[src/msgd_mul.sv]
module msgd_mul (
  input  logic               clk,
  input  logic signed [32:0] a,
  input  logic signed [32:0] b,
  output logic signed [65:0] p
);

  logic signed [65:0] p_r;

  always_ff @(posedge clk) begin
    p_r <= a * b;
  end

  assign p = p_r;

endmodule

[config.mk]
export PLATFORM = sky130hd
export DESIGN_NAME = msgd_mul
export DESIGN_NICKNAME = d
export VERILOG_FILES = /design/src/msgd_mul.sv
export SDC_FILE = /design/constraint.sdc
export NUM_CORES = 2
export LEC_CHECK = 0
export BUFFER_PORTS_ARGS = -buffer_cell sky130_fd_sc_hd__buf_4
export CORE_MARGIN = 3
export CORE_UTILIZATION = 55
export CTS_CLUSTER_SIZE = 14
export DETAILED_ROUTE_END_ITERATION = 12
export GPL_TIMING_DRIVEN = 0
export HOLD_SLACK_MARGIN = 0.12
export PLACE_DENSITY_LB_ADDON = 0.08
export SLEW_MARGIN = 0
export SYNTH_ARGS = -nofsm -noshare
export SYNTH_HDL_FRONTEND = slang
export SYNTH_SLANG_ARGS = --single-unit
[constraint.sdc]
create_clock -name clk -period 14.7 [get_ports clk]
set_clock_uncertainty 0.2 [all_clocks]
set_input_delay 4.41 -clock clk [delete_from_list [all_inputs] [get_ports clk]]
set_output_delay 4.41 -clock clk [all_outputs]
set_load 0.005 [all_outputs]
==> flow_summary.ini <==
[floorplan]
fp.dieH_um = 278.1
start_util_pct = 55.64
ios = 133
die_area_sq_um = 77360
coreArea_sq_um = 73210
die_w_um = 278.1
num_rows = 99

[setup_path]
worstPathMaxFanout = 17
critical_path.startpoint_type = input pin
required_ns = 14.76
cp_slowest_stage_delay_ns = 1.39
path_common_cell = fa_1
crit_arrival_ns = 13.37
cp_cell_sequence = buf_4 -> clkbuf_1 -> and2_1 -> fa_1 -> fa_1 -> fa_1 -> fa_1 -> fa_1 -> fa_1 -> fa_1 -> inv_1 -> fa_1 -> inv_1 -> ha_1 -> clkbuf_1 -> and3_1 -> nand3_1 -> nand2b_1 -> a2111oi_4 -> a211oi_4 -> a21oi_2 -> nor4b_2 -> a311oi_1
crit_family = adder cells
crit_slowest_cell = fa_1
critical_path_class = input pin to flip-flop
critPathBufInv = 5
cp-end-kind = flip-flop

[cts]
cts-buffers-inserted = 9
numClockSinks = 66
hold_buffers = 0
post_cts.repair.setup_buffers = 0
htree_levels = 3
clk_transition_reported_paths_ns = 0.07
cts-root-buf = clkbuf_16
clock_path_buffers = 2
postCtsResizedCells = 0
cts_tree = yes

[sta]
setup_viol = 0
period_share_pct = 90.55
rsz0062_at_grt = no
finalSetupTns_ns = 0
relSlewSlack_pct = 4.778
finalHoldViolations = 0
slew_viol_final = 0
whs_ns = 4.297
worst_slew_pin_slew_ns = 1.428
fmax_mhz = 75.13
finalCriticalPeriod_ns = 13.31

[placed_design]
place_area_sq_um = 42920
gp_congestion = 1.029
port-buffer-count = 132
hpwl_um = 127200

[logic_synthesis]
synth_edf_count = 0
avgSynthCellArea_sq_um = 9.390
synth.cell_area_sq_um = 40730
synthAdderAreaFrac_pct = 62.94
synth_compound_area_share_pct = 4.067
synth.distinct_cells = 80
ys.flop_type = dfxtp_1
synth_cells = 4338
ys_warn_count = 0
synth_fp_nets = 5767
synth-seq-cells = 66
synth_top_family_by_area = adder cells
synth_top_area_share_pct = 56.27
synthTopCellsByArea = fa_1 56%, inv_1 10%, and2_1 8.6%
synth_xor_area_share_pct = 1.462
yosys-mux-area-fraction_pct = 0
ys_seq_area_share_pct = 3.244
synthSimpleGateAreaFrac_pct = 15.78
ys_async_sr_fraction_pct = 0
yosysTopAreaCell = fa_1

[global_routing]
grt_max_degree = 27
busiest_layer = met2
grt_usage_pct = 39.96
grt_pass1_wl_um = 217600
antenna_found_initial = 16
use_met2_pct = 63.82
grt-ovfl-total = 0
met1_usage_pct = 46.89
grt_pass1_vias = 32830
use_met3_pct = 8.019

[layout]
syn2layout_area_growth_pct = 6.275
fill_cells = 6734
fin_nets = 5910
design_area_sq_um = 43290
largest_reg_flops = 66
utilization_pct = 59.13
multi_input_comb_area_sq_um = 34320
seqCellArea_sq_um = 1321
drive_above_1_share_pct = 4.391

[routing]
drt_iter0_drc = 2628
firstDrtPassIters = 6
drt-total-wl_um = 149900
via_count = 30770
wire_per_inst_um = 27.44
drcViolationCount = 0
drtAntennaViolNets = 0
avgViaCountPerCell = 5.635

[worst_hold_path]
hp-class = input pin to flip-flop

[flow_run]
drv_cap = 0

[outcome]
outcome = complete, no violations
==> cells in the mapped netlist, types with 8 or more instances <==
library cell / n
ha_1: 217
o21ai_0: 25
a31oi_1: 8
xnor2_1: 43
and2_1: 562
nand2b_1: 12
buf_2: 11
nand3_1: 25
inv_1: 1131
a21oi_1: 57
nand4_1: 11
o21bai_1: 11
xor2_1: 25
nand2_1: 551
nor2_1: 68
a21o_1: 36
dfxtp_1: 66
fa_1: 1145
clkbuf_1: 208
==> layer usage <==
layer | wire (um) | vias to the layer above
li1 | - | 12660
met1 | 50650 | 15960
met2 | 69910 | 1625
met3 | 13480 | 520
met4 | 15800 | 6
met5 | 44 | -
==> through the flow <==
stage	setup slack, ns	cells
after floorplan	2.854	4338
after global placement	0.9457	5429
after detailed placement	0.9828	5429
after CTS	1.322	5445
after global routing	1.015	5447
final	1.389	5461
==> logic make-up after synthesis <==
family,Yosys count
adder cells (fa/ha/maj),1362
AO/OA/AOI/OAI,219
AND/OR/NAND/NOR,1271
XOR/XNOR,68
flip-flops,66
buffers and inverters,1352
==> area by class of cell <==
class                   instances  area share, %
multi-input cells            2920          79.27
diodes                         16        0.09249
repair buffers                132          2.289
clock buffers                   9         0.5202
well taps                     959          2.772
inverters                    1131          9.807
plain buffers                 221          1.965
flip-flops and latches         66          3.052
clock inverters                 7         0.2312
==> placed cells by master, fill, tap and decap left out, types with 4 or more instances in the layout <==
cell type / Yosys / routed
fa_1: 1145 / 1145
inv_1: 1131 / 1131
and2_1: 562 / 562
nand2_1: 551 / 551
ha_1: 217 / 217
clkbuf_1: 208 / 208
buf_4: 0 / 132
nor2_1: 68 / 68
dfxtp_1: 66 / 66
a21oi_1: 57 / 57
xnor2_1: 43 / 43
a21o_1: 36 / 36
o21ai_0: 25 / 25
nand3_1: 25 / 25
xor2_1: 25 / 25
diode_2: 0 / 16
nand2b_1: 12 / 12
buf_2: 11 / 11
o21bai_1: 11 / 11
nand4_1: 11 / 11
clkbuf_16: 0 / 9
a31oi_1: 8 / 8
a211oi_1: 7 / 7
nor3_1: 7 / 7
o21a_1: 6 / 6
o21ai_1: 6 / 6
a211o_1: 6 / 6
and3_1: 5 / 5
and4_1: 5 / 5
nor2b_1: 5 / 5
o211ai_1: 4 / 4
==> worst paths after layout <==
path,start,end,slack [ns],cells after the start
max,a[32],p[58],1.39,23
min,a[0],p[0],4.30,2
Power is not shown: default switching activity piles up to over one toggle a cycle in this logic, so the estimate is an artifact.
