### config.mk
export PLATFORM = sky130hd
export DESIGN_NAME = msgd_div
export DESIGN_NICKNAME = d
export VERILOG_FILES = /design/src/msgd_pkg.sv /design/src/msgd_div.sv
export SDC_FILE = /design/constraint.sdc
export NUM_CORES = 1
export LEC_CHECK = 0
export ABC_AREA = 0
export BUFFER_PORTS_ARGS = -buffer_cell sky130_fd_sc_hd__buf_2
export CORE_ASPECT_RATIO = 1.5
export CORE_MARGIN = 3
export CORE_UTILIZATION = 40
export CTS_CLUSTER_SIZE = 16
export DETAILED_ROUTE_END_ITERATION = 10
export HOLD_SLACK_MARGIN = 0.15
export SLEW_MARGIN = 20
export SYNTH_ARGS = -nofsm -noshare
export SYNTH_HDL_FRONTEND = slang
export SYNTH_SLANG_ARGS = --single-unit
export TNS_END_PERCENT = 20
### constraint.sdc
create_clock -name clk -period 3.3 [get_ports clk]
set_input_delay 0.165 -clock clk [delete_from_list [all_inputs] [get_ports clk]]
set_output_delay 0.165 -clock clk [all_outputs]
set_load 0.01 [all_outputs]
### src/msgd_pkg.sv
package msgd_pkg;

  localparam int RANK      = 16;
  localparam int NUM_USERS = 4096;
  localparam int NUM_ITEMS = 4096;

  localparam int JW       = (RANK > 1) ? $clog2(RANK) : 1;
  localparam int CW       = $clog2(RANK + 1);
  localparam int ROW_W    = 12;
  localparam int ADDR_W   = ROW_W + JW;
  localparam int MEM_DEPTH = 2 ** ADDR_W;
  localparam int ACC_W    = 56;

  localparam logic signed [67:0] S32_MAX = 68'sd2147483647;
  localparam logic signed [67:0] S32_MIN = -68'sd2147483648;

  typedef enum logic [2:0] {
    CMD_WR_USER = 3'd0,
    CMD_WR_ITEM = 3'd1,
    CMD_TRAIN   = 3'd2,
    CMD_RD_USER = 3'd3,
    CMD_RD_ITEM = 3'd4,
    CMD_EPOCH   = 3'd5
  } cmd_t;

  typedef enum logic [1:0] {
    REG_INIT_RATE = 2'd0,
    REG_DECAY     = 2'd1,
    REG_NB_SQ     = 2'd2,
    REG_NB        = 2'd3
  } reg_idx_t;

  typedef enum logic [4:0] {
    S_IDLE,
    S_DISP,
    S_RD_WAIT,
    S_EPOCH,
    S_LOAD,
    S_DOT_I,
    S_DOT_A,
    S_ERR,
    S_STEP_I,
    S_STEP_A,
    S_UPD_I,
    S_UPD_A1,
    S_UPD_A2,
    S_SQ_I,
    S_SQ_A,
    S_CMP,
    S_SQRT,
    S_PRJ_I,
    S_PRJ_S,
    S_PRJ_W,
    S_ROW_END,
    S_WB,
    S_OUT
  } state_t;

  typedef struct packed {
    logic [2:0]         cmd;
    logic [11:0]        user_index;
    logic [11:0]        item_index;
    logic signed [31:0] rating;
    logic [3:0]         factor_index;
    logic signed [31:0] factor_value;
  } in_item_t;

  typedef struct packed {
    logic signed [31:0] read_value;
    logic signed [31:0] error;
    logic               user_projected;
    logic               item_projected;
  } out_item_t;

  typedef struct packed {
    logic        busy;
    logic        ovf;
    logic [31:0] quo;
  } div_res_t;

  typedef struct packed {
    logic        busy;
    logic [31:0] root;
  } sqrt_res_t;

  function automatic logic signed [31:0] sat32(input logic signed [67:0] x);
    logic signed [31:0] r;
    if (x > S32_MAX) begin
      r = 32'sh7FFFFFFF;
    end else if (x < S32_MIN) begin
      r = 32'sh80000000;
    end else begin
      r = x[31:0];
    end
    return r;
  endfunction

endpackage

### src/msgd_div.sv
module msgd_div (
  input  logic                clk,
  input  logic                rst_n,
  input  logic                start,
  input  logic [63:0]         dividend,
  input  logic [31:0]         divisor,
  output msgd_pkg::div_res_t  res
);

  logic        busy_r;
  logic [5:0]  cnt_r;
  logic [32:0] rem_r;
  logic [31:0] dvd_r;
  logic [31:0] dvs_r;
  logic        ovf_r;
  logic [32:0] sh;

  // one quotient bit per cycle, restoring
  assign sh = {rem_r[31:0], dvd_r[31]};

  always_ff @(posedge clk) begin
    if (!rst_n) begin
      busy_r <= 1'b0;
      cnt_r  <= '0;
    end else if (start) begin
      busy_r <= 1'b1;
      cnt_r  <= 6'd32;
    end else if (busy_r) begin
      cnt_r <= cnt_r - 6'd1;
      if (cnt_r == 6'd1) begin
        busy_r <= 1'b0;
      end
    end
  end

  always_ff @(posedge clk) begin
    if (start) begin
      rem_r <= {1'b0, dividend[63:32]};
      dvd_r <= dividend[31:0];
      dvs_r <= divisor;
      ovf_r <= (dividend[63:32] >= divisor);
    end else if (busy_r) begin
      if (sh >= {1'b0, dvs_r}) begin
        rem_r <= sh - {1'b0, dvs_r};
        dvd_r <= {dvd_r[30:0], 1'b1};
      end else begin
        rem_r <= sh;
        dvd_r <= {dvd_r[30:0], 1'b0};
      end
    end
  end

  assign res.busy = busy_r;
  assign res.ovf  = ovf_r;
  assign res.quo  = dvd_r;

endmodule

==> summary.txt, run 1 <==
Finish
  • ANT cells: 0
  • Area added between synthesis and finish: 29.7%
  • Layout cells sized above 1: 23.2%
  • Nets: 1074
  • Non-Filler Cell Area, Final: 9140 um^2
  • Fill count: 1596

Synthesis
  • Yosys reg bits: 104
  • Most used DFF post-synth: edfxtp_1
  • Synth warn: 0
  • Dominant combinational cell family by area after synthesis: compound AO/OA/AOI/OAI gates
  • Most common cell in the netlist: edfxtp_1
  • Synth Area in Simple Gates: 11.0%
  • Mux share of post-synthesis cell area: 7.46%
  • Synth top area share: 41.4%
  • Register area share after synthesis: 43.4%
  • Synth unique cells: 56
  • Compound-Gate Fraction of Synth Area: 16.0%
  • Cell taking the most area after synthesis: edfxtp_1
  • Post-synthesis async set-or-reset flop share: 0%
  • Cell Area, Synth: 7040 um^2
  • XOR/XNOR Fraction of Synth Area: 3.86%
  • Syn_nets: 860
  • Syn Inst Count: 694
  • Syn Area/Cell: 10.1 um^2
  • Commonest cells in the netlist: edfxtp_1, inv_1, ha_1
  • Area contributors post-synth: edfxtp_1, ha_1, mux2_2
  • Adder-cell share of the synthesized area: 12.0%
  • Number of flops mapped to enable cells by yosys: 97

Placed design
  • Placement Setup Slack: 0.242 ns
  • I/O Buffers: 132
  • Final Wtd Congestion: 0.850
  • Placed cell area: 7930 um^2
  • Detailed Place HPWL: 12900 um

Setup path
  • Reg2Reg Depth: 14
  • CP dominant cell by count: inv_1
  • CP max-delay cell: edfxtp_1
  • Required time worst endpoint: 3.51 ns
  • Critical Path, Cell by Cell: inv_1 > ha_1 > inv_1 > fa_1 > a21o_1 > a221oi_2 > buf_4 > nor4_1 > o31ai_1 > o21ai_1 > o41ai_1 > xnor2_1 > nand2b_1 > a2bb2oi_1
  • Top delay family on crit path: compound AO/OA/AOI/OAI gates
  • Arrival @ worst endpoint: 3.28 ns
  • CP peak stage delay: 0.41 ns
  • CP startpoint kind: register
  • CP bufs+invs: 3
  • Origin of the critical flop-to-flop path: dvd_r[31]
  • Critical path class: register to register
  • Worst R2R End: rem_r[28]
  • FF-to-FF setup slack: 0.23 ns
  • CP Capture Type: register
  • Worst Path Max Fanout: 4

Timing
  • Slew margin rel.: 30.4%
  • RSZ-0062 raised after global routing: true
  • Worst setup margin: 0.228 ns
  • Fin Clk Skew: 0.0116 ns
  • Fin. Hold Viols: 0
  • Slew @ Worst Pin: 1.04 ns
  • Crit path time final: 3.07 ns
  • Setup TNS: 0 ns
  • Max-slew violation count: 0
  • Final worst-path cycle share: 93.1%
  • Setup Viol. Count Final: 0
  • Max Freq: 0.326 GHz

Detailed routing
  • Iter 0 DRT Violations: 221
  • Vias per cell: 5.13
  • Via count: 5763
  • Wire per inst: 15.6 um
  • Drt drc: 0
  • Post-DRT Antenna Nets: 0
  • First-pass DRT Iterations: 4
  • Post-Route WL: 17600 um

Floorplanning
  • Row cnt: 58
  • Initial Utilization: 41.3%
  • Die width: 114 um
  • Die height: 168 um
  • IO Count: 133
  • Die Area: 19300 um^2
  • Core area: 17100 um^2

Power
  • Clock power share: 21.2%
  • Psw: 1.92 mW
  • Leak: 4.07 nW
  • Power Density: 588 nW/um^2
  • Combinational power share: 44.6%
  • Max VDD drop: 0.327 mV
  • Sw Ratio: 35.8%
  • Seq pwr share: 34.2%
  • P_int: 3.45 mW

Clock tree
  • Clock Latency Late Sink: 0.36 ns
  • Root buffer cell: clkbuf_16
  • Clock Pin Slew Worst Setup and Hold Paths: 0.07 ns
  • Worst-case clock buffer depth: 2
  • Cts bufs inserted: 9
  • H-tree depth: 3
  • CTS sink count: 104
  • TritonCTS clock tree: yes

Min path
  • Worst Hold Class: primary input to register
  • Hold path cells: 2
  • Hold Path Sink: rem_r[28]
  • Worst hold start: dividend[60]

GRT
  • Gr usage total: 18.8%
  • Initial antenna violation count: 0
  • First-pass GRT wire length: 29400 um
  • Grt ovf: 0
  • Largest net degree at the start of global routing: 49
  • Vias in the first global route: 6096

Flow run
  • Max cap viols: 0

Run status
  • Status: complete, no violations
worst max-delay path by stage:
stage	start	endpoint	slack (ns)	depth (start not counted)
6_report	dvd_r[31]	rem_r[28]	0.23	14
5_1_grt	dvd_r[31]	rem_r[28]	-0.01	14
4_1_cts	dvd_r[31]	rem_r[16]	0.21	13
3_5_place_dp	dvd_r[31]	rem_r[16]	0.24	13
3_3_place_gp	dvd_r[31]	rem_r[16]	0.29	13
2_1_floorplan	dvd_r[31]	rem_r[16]	0.35	13
state kept, by name, summed over array words and instances (netlist names):
name	flops
rem_r	32
ovf_r	1
cnt_r	6
dvd_r	32
dvs_r	32
busy_r	1
what timing repair did:
action | in CTS | in global routing
hold endpoints to repair | 89 | 0
buffers inserted | 0 | 1
setup endpoints to repair | 0 | 2
hold buffers | 88 | 0
resized for setup | 0 | 0
power by group through the flow:
stage | Clock, mW | Sequential [mW] | Combinational (mW)
final | 1.14 | 1.84 | 2.39
after global routing | 1.21 | 1.86 | 2.69
after CTS | 1.16 | 1.84 | 2.41
after detailed placement | 0 | 1.86 | 2.32
after global placement | 0 | 1.86 | 2.30
after floorplan | 0 | 1.85 | 1.73
layout make-up:
class	instances	area, um^2	share of cell area [%]
Inverter	75	282	3.08
Tap cell	210	263	2.88
Clock buffer	13	293	3.21
Timing Repair Buffer	232	1670	18.3
Sequential cell	104	3050	33.4
Multi-Input combinational cell	486	3550	38.8
Clock inverter	3	26.3	0.288
cells in the final DEF, fill, tap and decap left out, types with 13 or more instances in the layout:
| master | netlist | final |
|---|---|---|
| buf_2 | 7 | 131 |
| edfxtp_1 | 97 | 97 |
| dlygate4sd3_1 | 0 | 88 |
| inv_1 | 75 | 75 |
| ha_1 | 66 | 66 |
| a21oi_1 | 56 | 56 |
| nand2_1 | 49 | 49 |
| mux2_2 | 44 | 44 |
| nor2_1 | 39 | 39 |
| o21ai_0 | 27 | 27 |
| a21o_1 | 22 | 22 |
| o21ai_1 | 18 | 18 |
| xor2_1 | 18 | 18 |
| xnor2_1 | 13 | 13 |
per-stage QoR:
stage | util, % | std cells | power (mW) | hold WS (ns)
2_1_floorplan | - | 694 | 3.58 | 0.264
3_3_place_gp | 46.5 | 1018 | 4.16 | 0.358
3_5_place_dp | 46.5 | 1018 | 4.18 | 0.357
4_1_cts | 53.5 | 1122 | 5.41 | 0.158
5_1_grt | 53.6 | 1123 | 5.77 | 0.177
6_report | 53.6 | 1123 | 5.37 | 0.162
per-layer routing:
layer  part of all wire (%)  GRT usage (%)
met2                     53           34.8
met4                    2.3           6.72
met1                     40           21.3
met3                    4.1           3.22
met5                      0              0
logic make-up (layout without fill, tap and decap cells):
| family | Yosys count | count (layout) |
|---|---|---|
| and+or+nand+nor | 162 | 162 |
| xor gates and xnor gates | 31 | 31 |
| muxes | 47 | 47 |
| AOI/OAI and AO/OA | 179 | 179 |
| buffers and inverters | 104 | 323 |
| adders and majority gates | 67 | 67 |
| DFF | 104 | 104 |
(Power assumes the default switching activity.)
==> run 2: changes to the inputs <==
==> constraint.sdc (replaced) <==
create_clock -name clk -period 2.87 [get_ports clk]
set_input_delay 0.1435 -clock clk [delete_from_list [all_inputs] [get_ports clk]]
set_output_delay 0.1435 -clock clk [all_outputs]
set_load 0.01 [all_outputs]
==> summary.txt, run 2 (same netlist as run 1, synthesis figures left out) <==
Placed design
  • Placement Setup Slack: -0.150 ns
  • Detailed Place HPWL: 13800 um
  • I/O Buffers: 132
  • DP Cell Count: 1063
  • Final Wtd Congestion: 0.862

Detailed routing
  • Drt drc: 0
  • Iter 0 DRT Violations: 278
  • Vias per cell: 5.17
  • Wire per inst: 16.0 um
  • Post-Route WL: 18800 um
  • Via count: 6096
  • Post-DRT Antenna Nets: 0
  • First-pass DRT Iterations: 4

Clock tree
  • TritonCTS clock tree: yes
  • Root buffer cell: clkbuf_16
  • CTS sink count: 104
  • Cts bufs inserted: 9
  • Worst-case clock buffer depth: 2
  • H-tree depth: 3
  • Clock Latency Late Sink: 0.36 ns
  • Clock Pin Slew Worst Setup and Hold Paths: 0.07 ns

Finish
  • Area added between synthesis and finish: 38.0%
  • Biggest regs: dvd_r: 32 flops, dvs_r: 32 flops, rem_r: 32 flops
  • ANT cells: 0
  • Layout cells sized above 1: 30.7%
  • Commonest non-fill, non-tap cell in the layout: buf_2
  • Nets: 1130
  • Post-route insts no fill: 1179
  • Most frequent cells in the layout: buf_2, edfxtp_1, dlygate4sd3_1, inv_1, buf_4

Timing
  • Fin Clk Skew: 0.0105 ns
  • Setup Viol. Count Final: 5
  • Final worst-path cycle share: 105%
  • Max Freq: 0.330 GHz
  • Max-slew violation count: 0
  • WHS: 0.156 ns
  • RSZ-0062 raised after global routing: true
  • Crit path time final: 3.03 ns
  • Slew margin rel.: 32.9%
  • Worst setup margin: -0.157 ns
  • Slew @ Worst Pin: 1.01 ns
  • Fin. Hold Viols: 0

Setup path
  • Critical path class: register to register
  • Required time worst endpoint: 2.98 ns
  • Arrival @ worst endpoint: 3.13 ns
  • Reg2Reg Depth: 14
  • FF-to-FF setup slack: -0.16 ns
  • Worst R2R End: rem_r[16]
  • CP Capture Type: register
  • CP startpoint kind: register
  • Origin of the critical flop-to-flop path: dvd_r[31]
  • CP peak stage delay: 0.38 ns
  • CP max-delay cell: edfxtp_1
  • Worst Path Max Fanout: 4
  • Critical Path, Cell by Cell: inv_1 > ha_2 > inv_2 > fa_2 > a21o_1 > a221oi_2 > buf_4 > nor3_1 > nand3b_1 > a211o_1 > a21oi_2 > xor2_1 > o211ai_1 > o21a_1

Min path
  • Worst hold start: dividend[60]
  • Worst Hold Class: primary input to register
  • Hold Path Sink: rem_r[28]
  • Hold path cells: 2

Power
  • Max VDD drop: 0.394 mV
  • Leak: 4.34 nW
  • Clock power share: 18.0%
  • Psw: 2.44 mW
  • Combinational power share: 50.1%
  • P_int: 4.23 mW
  • Power Density: 687 nW/um^2
  • Seq pwr share: 31.9%
  • Sw Ratio: 36.6%

Floorplanning
  • Die width: 114 um
  • IO Count: 133
  • Initial Utilization: 41.3%
  • Row cnt: 58
  • Die height: 168 um
  • Core area: 17100 um^2
  • Die Area: 19300 um^2

GRT
  • Grt ovf: 0
  • Gr usage total: 19.6%
  • Largest net degree at the start of global routing: 67
  • Initial antenna violation count: 0
  • First-pass GRT wire length: 30600 um
  • Vias in the first global route: 6521

Run status
  • Failing checks: setup timing
  • Status: complete, but fails checks

Flow run
  • Max cap viols: 0
## run 2: changes by cell type in the layout (fill, tap and decap cells not counted), sizes merged
cell,change
clkbuf,-3
clkinv,+3
dlygate4sd3,+2
buf,+54
## run 2: layout make-up
| cell class | instances | area (um^2) |
|---|---|---|
| tap | 210 | 263 |
| timing repair buffer | 288 | 2120 |
| fill | 1471 | 7340 |
| sequential | 104 | 3050 |
| clock inverter | 6 | 51.3 |
| clock buffer | 10 | 229 |
| inverter | 75 | 282 |
| multi-input combinational | 486 | 3720 |
## run 2: worst max-delay path by stage
stage,startpoint,to,slack (ns),cells past startpoint
global placement,dvd_r[31],rem_r[16],-0.11,14
floorplan,dvd_r[31],rem_r[16],0.005,13
finish,dvd_r[31],rem_r[16],-0.16,14
CTS,dvd_r[31],rem_r[16],-0.15,14
detailed placement,dvd_r[31],rem_r[16],-0.15,14
global route,dvd_r[31],rem_r[16],-0.31,14
## run 2: metal layers
metal | track usage (%) | up-vias | part of all wire [%]
li1 | - | 3053 | -
met1 | 20.7 | 2867 | 39
met2 | 37.7 | 145 | 55
met3 | 4.18 | 31 | 4.6
met4 | 6.15 | 0 | 2.1
met5 | 0 | - | 0
## run 2: power groups by stage
stage	registers (mW)	clock network (mW)	logic [mW]
3_5_place_dp	2.14	0	2.98
2_1_floorplan	2.13	0	2.00
3_3_place_gp	2.13	0	2.94
6_report	2.13	1.20	3.34
5_1_grt	2.16	1.29	3.69
4_1_cts	2.12	1.23	3.20
## run 2: critical path: cells and delay by family, from the launching register on
| kind | cells | cell delay, ns |
|---|---|---|
| AND/OR/NAND/NOR | 2 | 0.31 |
| adder cells (fa/ha/maj) | 2 | 0.52 |
| XOR/XNOR | 1 | 0.15 |
| buffers and inverters | 3 | 0.27 |
| AO/OA/AOI/OAI | 6 | 1.14 |
| flip-flops | 1 | 0.38 |
## run 2: through the flow
step,util (%),total power [mW],TNS (ns),area [um^2]
2_1_floorplan,-,4.13,0,7050
3_3_place_gp,48.5,5.07,-0.291,8270
3_5_place_dp,48.5,5.12,-0.651,8270
4_1_cts,56.2,6.55,-0.296,9580
5_1_grt,57.0,7.13,-3.55,9710
6_report,57.0,6.67,-0.352,9710
## run 2: repair_timing
| action | 4_1_cts | 5_1_grt |
|---|---|---|
| hold endpoints to repair | 93 | 0 |
| endpoints found under the setup margin | 15 | 31 |
| gates cloned | 0 | 0 |
| hold buffers | 90 | 0 |
| gates resized for setup | 11 | 25 |
| setup buffers | 5 | 5 |
| pin swaps | 6 | 12 |
==> run 3: changes to the inputs <==
==> constraint.sdc (replaced) <==
create_clock -name clk -period 2.87 [get_ports clk]
set_input_delay 0.287 -clock clk [delete_from_list [all_inputs] [get_ports clk]]
set_output_delay 0.287 -clock clk [all_outputs]
set_load 0.01 [all_outputs]
==> summary.txt, run 3 (same netlist as run 1, synthesis figures left out) <==
Finish
  • Final Core Density: 54.8%
  • Fill count: 1513
  • Layout cells sized above 1: 35.0%
  • Nets: 1075
  • Area added between synthesis and finish: 32.7%
  • ANT cells: 0
  • Non-Filler Cell Area, Final: 9340 um^2
  • Most frequent cells in the layout: buf_2, edfxtp_1, inv_1, buf_4, ha_1
  • Commonest non-fill, non-tap cell in the layout: buf_2
  • Biggest regs: dvd_r: 32 flops, dvs_r: 32 flops, rem_r: 32 flops

Setup path
  • Worst Path Max Fanout: 4
  • CP Capture Type: register
  • CP startpoint kind: register
  • Required time worst endpoint: 2.98 ns
  • Arrival @ worst endpoint: 3.19 ns
  • Critical path class: register to register

Floorplanning
  • Die height: 168 um
  • Die width: 114 um
  • Die Area: 19300 um^2
  • Core area: 17100 um^2
  • Initial Utilization: 41.3%
  • IO Count: 133
  • Row cnt: 58

Timing
  • Setup TNS: -0.912 ns
  • WHS: 0.181 ns
  • Final worst-path cycle share: 107%
  • Fin. Hold Viols: 0
  • Fin Clk Skew: 0.00953 ns
  • Setup Viol. Count Final: 11
  • Slew margin rel.: 33.6%
  • Max Freq: 0.325 GHz
  • Max-slew violation count: 0
  • Crit path time final: 3.08 ns
  • Worst setup margin: -0.209 ns
  • Slew @ Worst Pin: 0.995 ns
  • RSZ-0062 raised after global routing: true

Placed design
  • I/O Buffers: 132
  • Placed cell area: 8150 um^2
  • Detailed Place HPWL: 13600 um
  • Placement Setup Slack: -0.170 ns
  • Final Wtd Congestion: 0.854

Clock tree
  • Cts bufs inserted: 9
  • Clock Pin Slew Worst Setup and Hold Paths: 0.08 ns
  • H-tree depth: 3
  • TritonCTS clock tree: yes
  • Root buffer cell: clkbuf_16
  • Worst-case clock buffer depth: 2
  • CTS sink count: 104
  • Clock Latency Late Sink: 0.35 ns

Detailed routing
  • Via count: 5959
  • Met1 WL: 7050 um
  • First-pass DRT Iterations: 4
  • Post-Route WL: 18400 um
  • Iter 0 DRT Violations: 249
  • Wire per inst: 16.3 um
  • Vias per cell: 5.30
  • Top layer in use: met4
  • Met3 routed WL: 862 um
  • Post-DRT Antenna Nets: 0
  • Routed met2 length: 10100 um
  • Drt drc: 0

GRT
  • Vias in the first global route: 6346
  • First-pass GRT wire length: 29500 um
  • Largest net degree at the start of global routing: 65
  • Grt ovf: 0
  • Gr usage total: 19.0%
  • Initial antenna violation count: 0

Flow run
  • Max cap viols: 0

Min path
  • Worst Hold Class: primary input to register

Run status
  • Failing checks: setup timing
  • Status: complete, but fails checks

Power
  • Max VDD drop: 0.454 mV
  • Leak: 4.16 nW
  • Power Density: 735 nW/um^2
-- run 3: cell count changes in the layout (fill, tap and decap cells not counted), moves of 3 or more --
cell | before | now
ha_1 | 58 | 55
ha_4 | 5 | 8
dlygate4sd3_1 | 90 | 32
buf_6 | 2 | 7
nor3_1 | 10 | 7
nor3_2 | 1 | 4
buf_12 | 4 | 1
-- run 3: cell type report --
cell class / instances / area (um^2) / share of cell area, %
clock inverters: 6 / 51.3 / 0.549
clock buffers: 10 / 229 / 2.45
repair buffers: 233 / 1580 / 16.9
inverters: 75 / 282 / 3.01
well taps: 210 / 263 / 2.81
flip-flops and latches: 104 / 3050 / 32.7
multi-input cells: 486 / 3890 / 41.6
-- run 3: worst max-delay path: stages, from the launching register on --
cell      delay [ns]
edfxtp_1        0.40
inv_1           0.08
ha_2            0.18
inv_2           0.04
fa_2            0.36
a21o_1          0.19
a221oi_2        0.21
buf_4           0.17
nor3_1          0.04
nand3b_1        0.25
buf_4           0.19
a211o_1         0.26
a21oi_2         0.14
xor2_1          0.16
o21ai_1         0.08
o21a_1          0.10
-- run 3: report_power, final --
part	internal [mW]	switching [mW]	total, mW
registers	1.98	0.148	2.13
clock network	0.606	0.592	1.20
logic	1.73	1.80	3.54
total	4.32	2.54	6.86
-- run 3: per-stage QoR --
step	cells	power [mW]
2_1_floorplan	694	4.13
3_3_place_gp	1048	4.97
3_5_place_dp	1048	5.01
4_1_cts	1111	6.58
5_1_grt	1124	7.34
6_report	1124	6.86
-- run 3: timing repair --
| item | 4_1_cts | 5_1_grt |
|---|---|---|
| setup endpoints to repair | 28 | 33 |
| pin swaps | 22 | 28 |
| gates cloned | 2 | 0 |
| buffers inserted | 13 | 14 |
| gates resized for setup | 29 | 46 |
| hold buffers | 32 | 0 |
| hold endpoints to repair | 32 | 0 |
-- run 3: worst paths after layout --
path | end | start | slack, ns | depth (start not counted)
worst max-delay path | rem_r[24] | dvd_r[31] | -0.21 | 15
worst min-delay path | busy_r | rst_n | 0.18 | 2
worst max register to register | rem_r[24] | dvd_r[31] | -0.21 | 15
worst min register to register | cnt_r[0] | cnt_r[0] | 0.51 | 2
-- run 3: routing by layer --
| metal | GRT usage, % | vias up |
|---|---|---|
| li1 | - | 2945 |
| met1 | 20.5 | 2829 |
| met2 | 35.8 | 155 |
| met3 | 3.97 | 30 |
| met4 | 6.61 | 0 |
| met5 | 0 | - |
