**src/msgd_pkg.sv**
```systemverilog
package msgd_pkg;

  localparam int RANK      = 16;
  localparam int NUM_USERS = 4096;
  localparam int NUM_ITEMS = 4096;

  localparam int JW       = (RANK > 1) ? $clog2(RANK) : 1;
  localparam int CW       = $clog2(RANK + 1);
  localparam int ROW_W    = 12;
  localparam int ADDR_W   = ROW_W + JW;
  localparam int MEM_DEPTH = 2 ** ADDR_W;
  localparam int ACC_W    = 56;

  localparam logic signed [67:0] S32_MAX = 68'sd2147483647;
  localparam logic signed [67:0] S32_MIN = -68'sd2147483648;

  typedef enum logic [2:0] {
    CMD_WR_USER = 3'd0,
    CMD_WR_ITEM = 3'd1,
    CMD_TRAIN   = 3'd2,
    CMD_RD_USER = 3'd3,
    CMD_RD_ITEM = 3'd4,
    CMD_EPOCH   = 3'd5
  } cmd_t;

  typedef enum logic [1:0] {
    REG_INIT_RATE = 2'd0,
    REG_DECAY     = 2'd1,
    REG_NB_SQ     = 2'd2,
    REG_NB        = 2'd3
  } reg_idx_t;

  typedef enum logic [4:0] {
    S_IDLE,
    S_DISP,
    S_RD_WAIT,
    S_EPOCH,
    S_LOAD,
    S_DOT_I,
    S_DOT_A,
    S_ERR,
    S_STEP_I,
    S_STEP_A,
    S_UPD_I,
    S_UPD_A1,
    S_UPD_A2,
    S_SQ_I,
    S_SQ_A,
    S_CMP,
    S_SQRT,
    S_PRJ_I,
    S_PRJ_S,
    S_PRJ_W,
    S_ROW_END,
    S_WB,
    S_OUT
  } state_t;

  typedef struct packed {
    logic [2:0]         cmd;
    logic [11:0]        user_index;
    logic [11:0]        item_index;
    logic signed [31:0] rating;
    logic [3:0]         factor_index;
    logic signed [31:0] factor_value;
  } in_item_t;

  typedef struct packed {
    logic signed [31:0] read_value;
    logic signed [31:0] error;
    logic               user_projected;
    logic               item_projected;
  } out_item_t;

  typedef struct packed {
    logic        busy;
    logic        ovf;
    logic [31:0] quo;
  } div_res_t;

  typedef struct packed {
    logic        busy;
    logic [31:0] root;
  } sqrt_res_t;

  function automatic logic signed [31:0] sat32(input logic signed [67:0] x);
    logic signed [31:0] r;
    if (x > S32_MAX) begin
      r = 32'sh7FFFFFFF;
    end else if (x < S32_MIN) begin
      r = 32'sh80000000;
    end else begin
      r = x[31:0];
    end
    return r;
  endfunction

endpackage

```
**src/msgd_isqrt.sv**
```systemverilog
module msgd_isqrt (
  input  logic                clk,
  input  logic                rst_n,
  input  logic                start,
  input  logic [63:0]         radicand,
  output msgd_pkg::sqrt_res_t res
);

  logic        busy_r;
  logic [63:0] n_r;
  logic [63:0] root_r;
  logic [63:0] bit_r;
  logic [63:0] sum;

  assign sum = root_r + bit_r;

  always_ff @(posedge clk) begin
    if (!rst_n) begin
      busy_r <= 1'b0;
    end else if (start) begin
      busy_r <= 1'b1;
    end else if (busy_r && bit_r == 64'd1) begin
      busy_r <= 1'b0;
    end
  end

  // digit-by-digit root, two radicand bits per cycle
  always_ff @(posedge clk) begin
    if (start) begin
      n_r    <= radicand;
      root_r <= '0;
      bit_r  <= 64'h4000_0000_0000_0000;
    end else if (busy_r) begin
      if (n_r >= sum) begin
        n_r    <= n_r - sum;
        root_r <= (root_r >> 1) + bit_r;
      end else begin
        root_r <= root_r >> 1;
      end
      bit_r <= bit_r >> 2;
    end
  end

  assign res.busy = busy_r;
  assign res.root = root_r[31:0];

endmodule
```
**config.mk**
```make
export PLATFORM = sky130hd
export DESIGN_NAME = msgd_isqrt
export DESIGN_NICKNAME = d
export VERILOG_FILES = /design/src/msgd_pkg.sv /design/src/msgd_isqrt.sv
export SDC_FILE = /design/constraint.sdc
export NUM_CORES = 1
export LEC_CHECK = 0
export BUFFER_PORTS_ARGS = -buffer_cell sky130_fd_sc_hd__buf_2
export CORE_ASPECT_RATIO = 0.6
export CORE_UTILIZATION = 30
export DETAILED_ROUTE_END_ITERATION = 8
export PLACE_DENSITY = 0.43
export SLEW_MARGIN = 20
export SYNTH_ARGS = -nofsm -noshare
export SYNTH_HDL_FRONTEND = slang
export SYNTH_SLANG_ARGS = --single-unit
export TNS_END_PERCENT = 50
```
**constraint.sdc**
```tcl
create_clock -name clk -period 11.3 [get_ports clk]
set_clock_uncertainty 0.15 [all_clocks]
set_input_delay 1.13 -clock clk [delete_from_list [all_inputs] [get_ports clk]]
set_output_delay 1.13 -clock clk [all_outputs]
set_load 0.02 [all_outputs]
```
==> summary.txt, run 1 <==
Clock network
  • # Post-CTS Setup Buffers: 0
  • Count of hold buffers inserted by post-cts repair: 0
  • Clock root buffer master: sky130_fd_sc_hd__clkbuf_16
  • CTS tree: done
  • Clock input transition at the sequential cells of the worst setup and hold paths: 0.07 ns
  • Clock latency at the later pin of the worst-skew pair: 0.46 ns
  • Largest buffer count on any clock path: 2
  • Total clock sinks: 161
  • Cts bufs inserted: 17
  • Post-cts sizing count: 0
  • H-tree levels: 4

Logic synthesis
  • Proportion of synthesized chip area in sequential cells: 24.3%
  • Top FF cell, synth: sky130_fd_sc_hd__dfxtp_1
  • EDFF count, synth: 64
  • Leading cell types by count after synthesis: 222 x sky130_fd_sc_hd__nand2_1, 177 x sky130_fd_sc_hd__nor2_1, 150 x sky130_fd_sc_hd__o21ai_0
  • Yosys Warn Count: 0
  • Synthesized Nets: 2228
  • Area share of the largest cell type after synthesis: 12.2%
  • Number of distinct library cells after synthesis: 95
  • Library cell with the highest instance count after synthesis: sky130_fd_sc_hd__nand2_1
  • Cell type with the largest total area after synthesis: sky130_fd_sc_hd__dfxtp_1
  • #FFs+latches synth: 161
  • Synth Cell Area: 0.0159 mm²
  • Share of flip-flops with an asynchronous set or reset: 0%
  • Gate count after technology mapping: 2030
  • Mapped Avg Cell Area: 7.84 µm²
  • Largest cells by area after synthesis: sky130_fd_sc_hd__dfxtp_1 12%, sky130_fd_sc_hd__edfxtp_1 12%, sky130_fd_sc_hd__ha_1 10%

Floorplan
  • Starting Density: 30.8%
  • Floorplan die area: 0.0540 mm²
  • Area of the core: 0.0516 mm²
  • Standard-cell row count: 64
  • Number of top-level design ports: 100
  • Overall die width: 299 µm
  • Die Y-Extent: 180 µm

Power
  • Largest voltage drop on the vdd net: 110 µV
  • Leakage dissipation: 6.56 nW
  • Power density over the cells: 207 mW/mm²

Timing
  • Actual slew at the worst max-slew pin: 1.02 ns
  • Worst slew margin relative to its limit: 31.4%
  • Setup violators final: 0
  • Total negative slack: 0 ns
  • Post-layout minimum cycle time: 7.34 ns
  • Final number of hold-violating endpoints: 0
  • Highest clock frequency the design can meet: 136 MHz
  • Final-report max-slew violation count: 0
  • Final-layout worst hold slack: 0.359 ns
  • Fin crit share: 64.9%
  • Unrepaired setup endpoints after global routing: false

Detailed routing
  • Via density per instance: 5.76
  • Total DRC errors in the routed layout: 0
  • Detailed-route wire length: 59.8 mm
  • Pre-Repair DR Iteration Count: 5
  • Count of vias placed by the detailed router: 15600
  • ANT nets after route: 0
  • Violation count after the first detailed-route iteration: 1780
  • Post-DR wirelength/cell: 22.1 µm

Min path
  • Hold crit path type: flop to flop

Global routing
  • Number of antenna violations at the first check in global routing: 1
  • Largest net degree at the start of global routing: 86
  • Combined global-route utilization of all metal layers: 21.8%
  • Wire length of the first global-routing pass: 90.1 mm
  • Residual overflow from global routing: 0
  • Vias in the first global route: 14200

Setup path
  • Crit end category: flop
  • WP data required: 11.24 ns
  • Top fanout value on the critical path: 50
  • Arrival time at the worst endpoint: 7.28 ns
  • CP startpoint kind: flop
  • Worst setup path category: flop to flop

Placement
  • Placed wire-length estimate after detailed placement: 46.5 mm
  • GP Congestion: 0.895
  • Port buffer count: 99

Finish
  • Fill cell count: 5456
  • Number of antenna diodes: 0
  • Post-layout util: 33.3%
  • Layout overhead on the synthesized area: 8.16%
  • Share of cells above drive strength 1: 10.0%
  • Final nets: 2206

Status
  • Outcome: finished, final reports clean

Run
  • Maximum Capacitance Violations: 0
==> through the flow <==
step / area (µm²) / instances / worst slack, ns / power (mW)
after floorplan: 15900 / 2030 / 1.76 / 2.36
after global placement: 16600 / 2682 / 4.22 / 2.91
after detailed placement: 16600 / 2682 / 4.10 / 2.90
after CTS: 17200 / 2713 / 4.05 / 3.54
after global routing: 17200 / 2713 / 3.50 / 3.81
final: 17200 / 2713 / 3.96 / 3.57
==> where the power goes <==
group	switching, mW	total [mW]	internal, mW
registers	0.142	0.921	0.779
clock network	0.280	0.623	0.344
logic	1.30	2.02	0.725
total	1.72	3.57	1.85
==> worst max-delay path, stage by stage (launching register included) <==
cell and delay (ns):
sky130_fd_sc_hd__dfxtp_1 0.45, sky130_fd_sc_hd__ha_1 0.31, sky130_fd_sc_hd__a31o_2 0.27, sky130_fd_sc_hd__a31o_2 0.28
sky130_fd_sc_hd__a211oi_1 0.81, sky130_fd_sc_hd__a21o_1 0.27, sky130_fd_sc_hd__a21oi_1 0.14, sky130_fd_sc_hd__o21bai_1 0.25
sky130_fd_sc_hd__a21oi_2 0.16, sky130_fd_sc_hd__a21boi_0 0.24, sky130_fd_sc_hd__xor2_1 0.34, sky130_fd_sc_hd__ha_1 0.34
sky130_fd_sc_hd__nand2_1 0.11, sky130_fd_sc_hd__o21ai_0 0.44, sky130_fd_sc_hd__a21oi_1 0.10, sky130_fd_sc_hd__o21ai_0 0.27
sky130_fd_sc_hd__a221oi_1 0.17, sky130_fd_sc_hd__nand2_1 0.53, sky130_fd_sc_hd__nor2_4 0.07, sky130_fd_sc_hd__o21ai_4 0.49
sky130_fd_sc_hd__buf_4 0.68
==> state kept, by name (all words and copies together), names as in the netlist <==
| register | cells |
|---|---|
| n_r | 64 |
| root_r | 64 |
| bit_r | 32 |
| busy_r | 1 |
==> cells by family (layout without fill, tap and decap cells) <==
| logic type | count (synthesis) | after routing | synth area share, % |
|---|---|---|---|
| buffers and inverters | 206 | 196 | 5.96 |
| adders and majority gates | 131 | 131 | 10.3 |
| and+or+nand+nor | 690 | 690 | 20.9 |
| AOI/OAI and AO/OA | 659 | 659 | 28.0 |
| DFF | 161 | 161 | 24.3 |
| muxes | 49 | 49 | 3.15 |
| xor gates and xnor gates | 134 | 134 | 7.37 |
==> cell type report <==
class,instances,area [µm²],share of cell area (%)
clock inverter,8,101,0.588
tap,693,867,5.03
timing repair buffer,109,577,3.35
multi-input combinational,1663,11100,64.6
inverter,56,210,1.22
sequential,161,3870,22.5
clock buffer,23,478,2.78
==> cell usage in the layout (no fill, tap or decap), types with 32 or more instances in the layout <==
cell | synthesis | routed
sky130_fd_sc_hd__buf_2 | 21 | 98
sky130_fd_sc_hd__xnor2_1 | 68 | 68
sky130_fd_sc_hd__a311oi_1 | 32 | 32
sky130_fd_sc_hd__a21oi_1 | 117 | 117
sky130_fd_sc_hd__nand2_1 | 222 | 222
sky130_fd_sc_hd__nor3_1 | 39 | 39
sky130_fd_sc_hd__dfxtp_1 | 97 | 96
sky130_fd_sc_hd__inv_1 | 56 | 56
sky130_fd_sc_hd__a31oi_1 | 66 | 66
sky130_fd_sc_hd__mux2i_1 | 40 | 40
sky130_fd_sc_hd__ha_1 | 130 | 130
sky130_fd_sc_hd__xor2_1 | 66 | 66
sky130_fd_sc_hd__edfxtp_1 | 64 | 64
sky130_fd_sc_hd__o21bai_1 | 37 | 37
sky130_fd_sc_hd__a21o_1 | 60 | 60
sky130_fd_sc_hd__nand4_1 | 42 | 42
sky130_fd_sc_hd__nand3_1 | 55 | 55
sky130_fd_sc_hd__a211oi_1 | 35 | 35
sky130_fd_sc_hd__o21ai_0 | 150 | 149
sky130_fd_sc_hd__nor2_1 | 177 | 177
==> final timing paths <==
kind,from,to,slack [ns],cells after the start
max,root_r[2]$_SDFFE_PP0P_,n_r[52]$_DFFE_PP_,3.96,20
min,root_r[0]$_SDFFE_PP0P_,root_r[0]$_SDFFE_PP0P_,0.36,2
max reg2reg,root_r[2]$_SDFFE_PP0P_,n_r[52]$_DFFE_PP_,3.96,20
min reg2reg,root_r[0]$_SDFFE_PP0P_,root_r[0]$_SDFFE_PP0P_,0.36,2
==> metal layers <==
metal / part of all wire, % / routed length, µm / global-route usage [%] / up-vias
met5: 0.21 / 124 / 1.68 / -
met2: 35 / 20700 / 25.7 / 560
met1: 57 / 33900 / 37.4 / 7526
li1: - / - / - / 7518
met3: 7.7 / 4580 / 4.68 / 30
met4: 0.96 / 576 / 3.47 / 2
Power figures use the tool's default switching activity.
==> inputs of run 2 (changes only) <==
Settings changed: ABC_AREA from default to 1, PLACE_DENSITY 0.43 to 0.44.
Clock period 11.3 ns to 6.6 ns, I/O delays scaled along.
==> summary.txt, run 2 <==
Status
  • Outcome: finished, final reports clean

Clock network
  • Total clock sinks: 161
  • H-tree levels: 4
  • Count of hold buffers inserted by post-cts repair: 0
  • Post-cts sizing count: 0
  • Clock input transition at the sequential cells of the worst setup and hold paths: 0.09 ns
  • CTS tree: done
  • Clock latency at the later pin of the worst-skew pair: 0.50 ns
  • Cts bufs inserted: 17
  • Largest buffer count on any clock path: 2
  • # Post-CTS Setup Buffers: 0
  • Clock root buffer master: sky130_fd_sc_hd__clkbuf_16

Setup path
  • Most prevalent standard cell on the critical path: sky130_fd_sc_hd__nand2_1
  • CP startpoint kind: flop
  • Top fanout value on the critical path: 29
  • Slowest cell delay on critical path: 0.56 ns
  • Worst setup path category: flop to flop
  • Slowest CP cell: sky130_fd_sc_hd__nand2_4
  • Crit end category: flop
  • Crit path cell chain: ha_1 > nand2_1 > o21ai_0 > nand2_1 > nand3_1 > nand2_1 > o211ai_1 > nand2_1 > nand2_1 > nand3b_1 > nand3b_1 > nand2_1 > ha_1 > nand2_1 > nor3_2 > nand2_1 > nor2_1 > a21oi_4 > nand2_4 > nand2_2 > nand2_4 > buf_4
  • WP data required: 6.64 ns
  • Arrival time at the worst endpoint: 5.93 ns

Detailed routing
  • Pre-Repair DR Iteration Count: 7
  • Detailed-route wire length: 96.8 mm
  • Violation count after the first detailed-route iteration: 3040
  • Total DRC errors in the routed layout: 0
  • Count of vias placed by the detailed router: 23400
  • ANT nets after route: 0
  • Via density per instance: 5.15
  • Post-DR wirelength/cell: 21.4 µm

Global routing
  • Largest net degree at the start of global routing: 74
  • Residual overflow from global routing: 0
  • Wire length of the first global-routing pass: 138 mm
  • Vias in the first global route: 20100
  • Number of antenna violations at the first check in global routing: 2
  • Combined global-route utilization of all metal layers: 27.6%

Floorplan
  • Overall die width: 337 µm
  • Area of the core: 0.0664 mm²
  • Standard-cell row count: 73
  • Floorplan die area: 0.0685 mm²
  • Die Y-Extent: 203 µm
  • Starting Density: 30.5%
  • Number of top-level design ports: 100

Finish
  • Largest regs: n_r: 64 flops, root_r: 64 flops, bit_r: 32 flops
  • Most frequent cells in the layout: 1224 x sky130_fd_sc_hd__nand2_1, 498 x sky130_fd_sc_hd__inv_1, 418 x sky130_fd_sc_hd__nor2_1
  • Final nets: 3816
  • Leading cell type in the layout, fill and taps excluded: sky130_fd_sc_hd__nand2_1
  • Share of cells above drive strength 1: 5.62%
  • Number of antenna diodes: 0
  • Layout overhead on the synthesized area: 8.57%
  • Fill cell count: 7710
  • Final standard cell count with taps included and fillers excluded: 4531

Logic synthesis
  • Share of flip-flops with an asynchronous set or reset: 0%
  • Synth Cell Area: 0.0202 mm²
  • Cell type with the largest total area after synthesis: sky130_fd_sc_hd__nand2_1
  • Synthesized Nets: 3793
  • #FFs+latches synth: 161
  • EDFF count, synth: 64
  • Leading cell types by count after synthesis: 1225 x sky130_fd_sc_hd__nand2_1, 499 x sky130_fd_sc_hd__inv_1, 418 x sky130_fd_sc_hd__nor2_1
  • Library cell with the highest instance count after synthesis: sky130_fd_sc_hd__nand2_1
  • Number of distinct library cells after synthesis: 50
  • Yosys Warn Count: 0
  • Gate count after technology mapping: 3595
  • Largest cells by area after synthesis: sky130_fd_sc_hd__nand2_1 23%, sky130_fd_sc_hd__dfxtp_1 9.6%, sky130_fd_sc_hd__edfxtp_1 9.5%
  • Top FF cell, synth: sky130_fd_sc_hd__dfxtp_1
  • Proportion of synthesized chip area in sequential cells: 19.1%
  • Mapped Avg Cell Area: 5.63 µm²
  • Area share of the largest cell type after synthesis: 22.7%

Power
  • Power density over the cells: 433 mW/mm²
  • Leakage dissipation: 10.0 nW
  • Largest voltage drop on the vdd net: 386 µV
  • Total power draw: 9.50 mW

Run
  • Maximum Capacitance Violations: 0

Placement
  • Port buffer count: 99
  • Placed wire-length estimate after detailed placement: 79.8 mm
  • Pre-CTS setup slack: 0.879 ns
  • Placed cell count: 4499
  • GP Congestion: 0.980

Timing
  • Final-report max-slew violation count: 0
  • Actual slew at the worst max-slew pin: 1.15 ns
  • Fin crit share: 89.2%
  • Unrepaired setup endpoints after global routing: false
  • Final number of hold-violating endpoints: 0
  • Highest clock frequency the design can meet: 170 MHz
  • Setup violators final: 0
  • Total negative slack: 0 ns
  • Final worst-path setup slack: 0.713 ns
  • Post-layout minimum cycle time: 5.89 ns
  • Worst slew margin relative to its limit: 22.3%
  • Final-layout worst hold slack: 0.285 ns

Min path
  • Hold crit path type: input pin to flop
==> run 2: cell types whose count changed in the layout (fill, tap and decap cells not counted), sizes merged, moves of 32 or more <==
cell	before	now
nand2	224	1233
inv	60	516
nand3	56	308
nor2	178	426
a21oi	120	225
a31oi	66	13
a21o	63	14
mux2i	40	0
a211oi	39	5
a311oi	32	0
==> run 2: cells by family (layout without fill, tap and decap cells) <==
kind of cell | count (synthesis) | count (layout) | synth area share (%)
compound gates | 485 | 485 | 13.0
xor+xnor | 98 | 98 | 4.24
fa+ha+maj | 131 | 131 | 8.14
buf+inv | 625 | 661 | 12.7
flops | 161 | 161 | 19.1
simple gates | 2095 | 2095 | 42.8
==> run 2: worst max-delay path: cells and delay by family (launching register included) <==
kind	cells	cell delay, ns
flip-flops	1	0.43
AO/OA/AOI/OAI	3	0.78
adder cells (fa/ha/maj)	2	0.81
buffers and inverters	1	0.32
AND/OR/NAND/NOR	16	3.04
==> run 2: where the power goes <==
part | internal (mW) | switching (mW) | total [mW]
combinational | 2.06 | 4.50 | 6.56
sequential | 1.46 | 0.398 | 1.85
clock | 0.515 | 0.569 | 1.08
total | 4.03 | 5.47 | 9.50
==> run 2: stage by stage <==
stage / utilization (%) / instance area, µm²
floorplan: - / 20200
global placement: 32.2 / 21400
detailed placement: 32.2 / 21400
CTS: 33.1 / 22000
global route: 33.1 / 22000
finish: 33.1 / 22000
==> run 2: area by class of cell <==
| class | instances | area (µm²) | area share, % |
|---|---|---|---|
| multi-input cells | 2809 | 13800 | 62.8 |
| flip-flops and latches | 161 | 3870 | 17.6 |
| inverters | 505 | 1900 | 8.63 |
| well taps | 900 | 1130 | 5.13 |
| repair buffers | 124 | 698 | 3.18 |
| clock buffers | 18 | 439 | 2.00 |
| clock inverters | 14 | 138 | 0.627 |
==> run 2: worst paths after layout <==
check	from	cells past startpoint	slack (ns)	to
worst max-delay path	root_r[10]$_SDFFE_PP0P_	22	0.71	n_r[10]$_DFFE_PP_
worst min register to register	root_r[0]$_SDFFE_PP0P_	2	0.36	root_r[0]$_SDFFE_PP0P_
worst min-delay path	radicand[49]	3	0.29	n_r[49]$_DFFE_PP_
worst max register to register	root_r[10]$_SDFFE_PP0P_	22	0.71	n_r[10]$_DFFE_PP_
==> run 2: metal layers <==
metal / GRT usage (%) / up-vias / part of all wire [%]
li1: - / 11500 / -
met1: 46.1 / 10800 / 53
met2: 32.4 / 1026 / 34
met3: 9.45 / 40 / 13
met4: 2.91 / 4 / 0.58
met5: 0.851 / - / 0.095
==> inputs of run 3 (changes only) <==
Settings changed: CORE_ASPECT_RATIO 0.6 to 0.8, CORE_UTILIZATION 30 to 40, PLACE_DENSITY 0.44 to 0.56.
==> summary.txt, run 3 (synthesis gave the netlist of run 2 again) <==
Clock network
  • Largest buffer count on any clock path: 2
  • CTS tree: done
  • Cts bufs inserted: 17
  • Count of hold buffers inserted by post-cts repair: 0
  • Post-cts sizing count: 0
  • Clock latency at the later pin of the worst-skew pair: 0.48 ns
  • Clock input transition at the sequential cells of the worst setup and hold paths: 0.08 ns
  • Total clock sinks: 161
  • # Post-CTS Setup Buffers: 0
  • H-tree levels: 4
  • Clock root buffer master: sky130_fd_sc_hd__clkbuf_16

Setup path
  • Crit end category: flop
  • Worst setup path category: flop to flop
  • CP startpoint kind: flop
  • Top fanout value on the critical path: 40
  • Crit path cell chain: ha_1 > nand2_1 > inv_1 > nand3_1 > nor2_1 > nand3_1 > o21ai_0 > xnor2_1 > ha_1 > nand2_1 > inv_1 > nand3_1 > nor2_2 > nand4_1 > nand3_2 > nand2_4 > nand2_4 > nand2_2 > nand2_2 > buf_12
  • Number of buffer and inverter stages on the critical path: 3
  • Cell class contributing the biggest share of worst-path delay: simple AND/OR/NAND/NOR gates
  • Slowest CP cell: sky130_fd_sc_hd__o21ai_0
  • Slowest cell delay on critical path: 0.94 ns
  • Most prevalent standard cell on the critical path: sky130_fd_sc_hd__nand3_1
  • Arrival time at the worst endpoint: 5.90 ns
  • WP data required: 6.61 ns

Detailed routing
  • Pre-Repair DR Iteration Count: 6
  • Detailed-route wire length: 84.7 mm
  • Via density per instance: 5.33
  • Post-DR wirelength/cell: 19.7 µm
  • Violation count after the first detailed-route iteration: 2838
  • Count of vias placed by the detailed router: 22900
  • ANT nets after route: 0
  • Total DRC errors in the routed layout: 0

Finish
  • Total area of sequential cells: 0.00387 mm²
  • Share of cells above drive strength 1: 5.35%
  • Total area of multi-input combinational cells: 0.0138 mm²
  • Fill cell count: 5671
  • Leading cell type in the layout, fill and taps excluded: sky130_fd_sc_hd__nand2_1
  • Largest regs: n_r: 64 flops, root_r: 64 flops, bit_r: 32 flops
  • Layout overhead on the synthesized area: 7.00%
  • Final nets: 3808
  • Most frequent cells in the layout: 1224 x sky130_fd_sc_hd__nand2_1, 498 x sky130_fd_sc_hd__inv_1, 418 x sky130_fd_sc_hd__nor2_1
  • Number of antenna diodes: 0

Floorplan
  • Overall die width: 253 µm
  • Starting Density: 40.6%
  • Standard-cell row count: 73
  • Area of the core: 0.0498 mm²
  • Floorplan die area: 0.0515 mm²
  • Die Y-Extent: 203 µm
  • Number of top-level design ports: 100

Timing
  • Final-report max-slew violation count: 0
  • Fin crit share: 89.3%
  • Highest clock frequency the design can meet: 170 MHz
  • Worst slew margin relative to its limit: 20.3%
  • Setup violators final: 0
  • Final-layout worst hold slack: 0.261 ns
  • Actual slew at the worst max-slew pin: 1.18 ns
  • Unrepaired setup endpoints after global routing: false
  • Final number of hold-violating endpoints: 0
  • Total negative slack: 0 ns
  • Post-layout minimum cycle time: 5.89 ns

Placement
  • Placed wire-length estimate after detailed placement: 68.5 mm
  • Port buffer count: 99
  • GP Congestion: 1.03

Global routing
  • Residual overflow from global routing: 0
  • Wire length of the first global-routing pass: 126 mm
  • Combined global-route utilization of all metal layers: 32.7%
  • Vias in the first global route: 20300
  • Number of antenna violations at the first check in global routing: 1
  • Largest net degree at the start of global routing: 95

Status
  • Outcome: finished, final reports clean

Power
  • Leakage dissipation: 9.99 nW
  • Largest voltage drop on the vdd net: 432 µV
  • Power density over the cells: 428 mW/mm²

Run
  • Maximum Capacitance Violations: 0

Min path
  • Hold crit path type: input pin to flop
[run 3: layout make-up]
cell class	instances	area share, %
multi-input combinational	2809	63.7
sequential	161	17.9
inverter	505	8.76
tap	675	3.90
timing repair buffer	116	2.95
clock buffer	22	2.30
clock inverter	10	0.503
[run 3: power breakdown]
part	switching, mW	internal (mW)	total, mW
Clock	0.509	0.585	1.09
Sequential	0.419	1.46	1.87
Combinational	4.25	2.04	6.29
Total	5.18	4.08	9.26
[run 3: final timing paths]
| path | from | end | slack (ns) | depth (start not counted) |
|---|---|---|---|---|
| setup / recovery | root_r[20]$_SDFFE_PP0P_ | n_r[15]$_DFFE_PP_ | 0.71 | 20 |
| hold / removal | rst_n | busy_r$_SDFFE_PN0P_ | 0.26 | 2 |
| setup reg to reg | root_r[20]$_SDFFE_PP0P_ | n_r[15]$_DFFE_PP_ | 0.71 | 20 |
| hold reg to reg | root_r[0]$_SDFFE_PP0P_ | root_r[0]$_SDFFE_PP0P_ | 0.34 | 2 |
[run 3: routing by layer]
metal  up-vias  global-route usage [%]  wire length (µm)
li1      11500                       -                 -
met3        75                    7.49              8940
met5         -                       0                 0
met1     10300                    50.4             42000
met2      1034                    45.0             32300
met4         0                    7.03              1480
[run 3: per-stage QoR]
stage	instance area [µm²]	setup slack, ns	util (%)	power [mW]	std cells
final	21600	0.708	43.5	9.26	4298
after global routing	21600	0.351	43.5	10.0	4298
after CTS	21600	0.920	43.5	9.15	4298
after detailed placement	21000	0.950	42.2	8.02	4266
after global placement	21000	0.838	42.2	8.05	4266
after floorplan	20200	1.46	-	6.29	3595
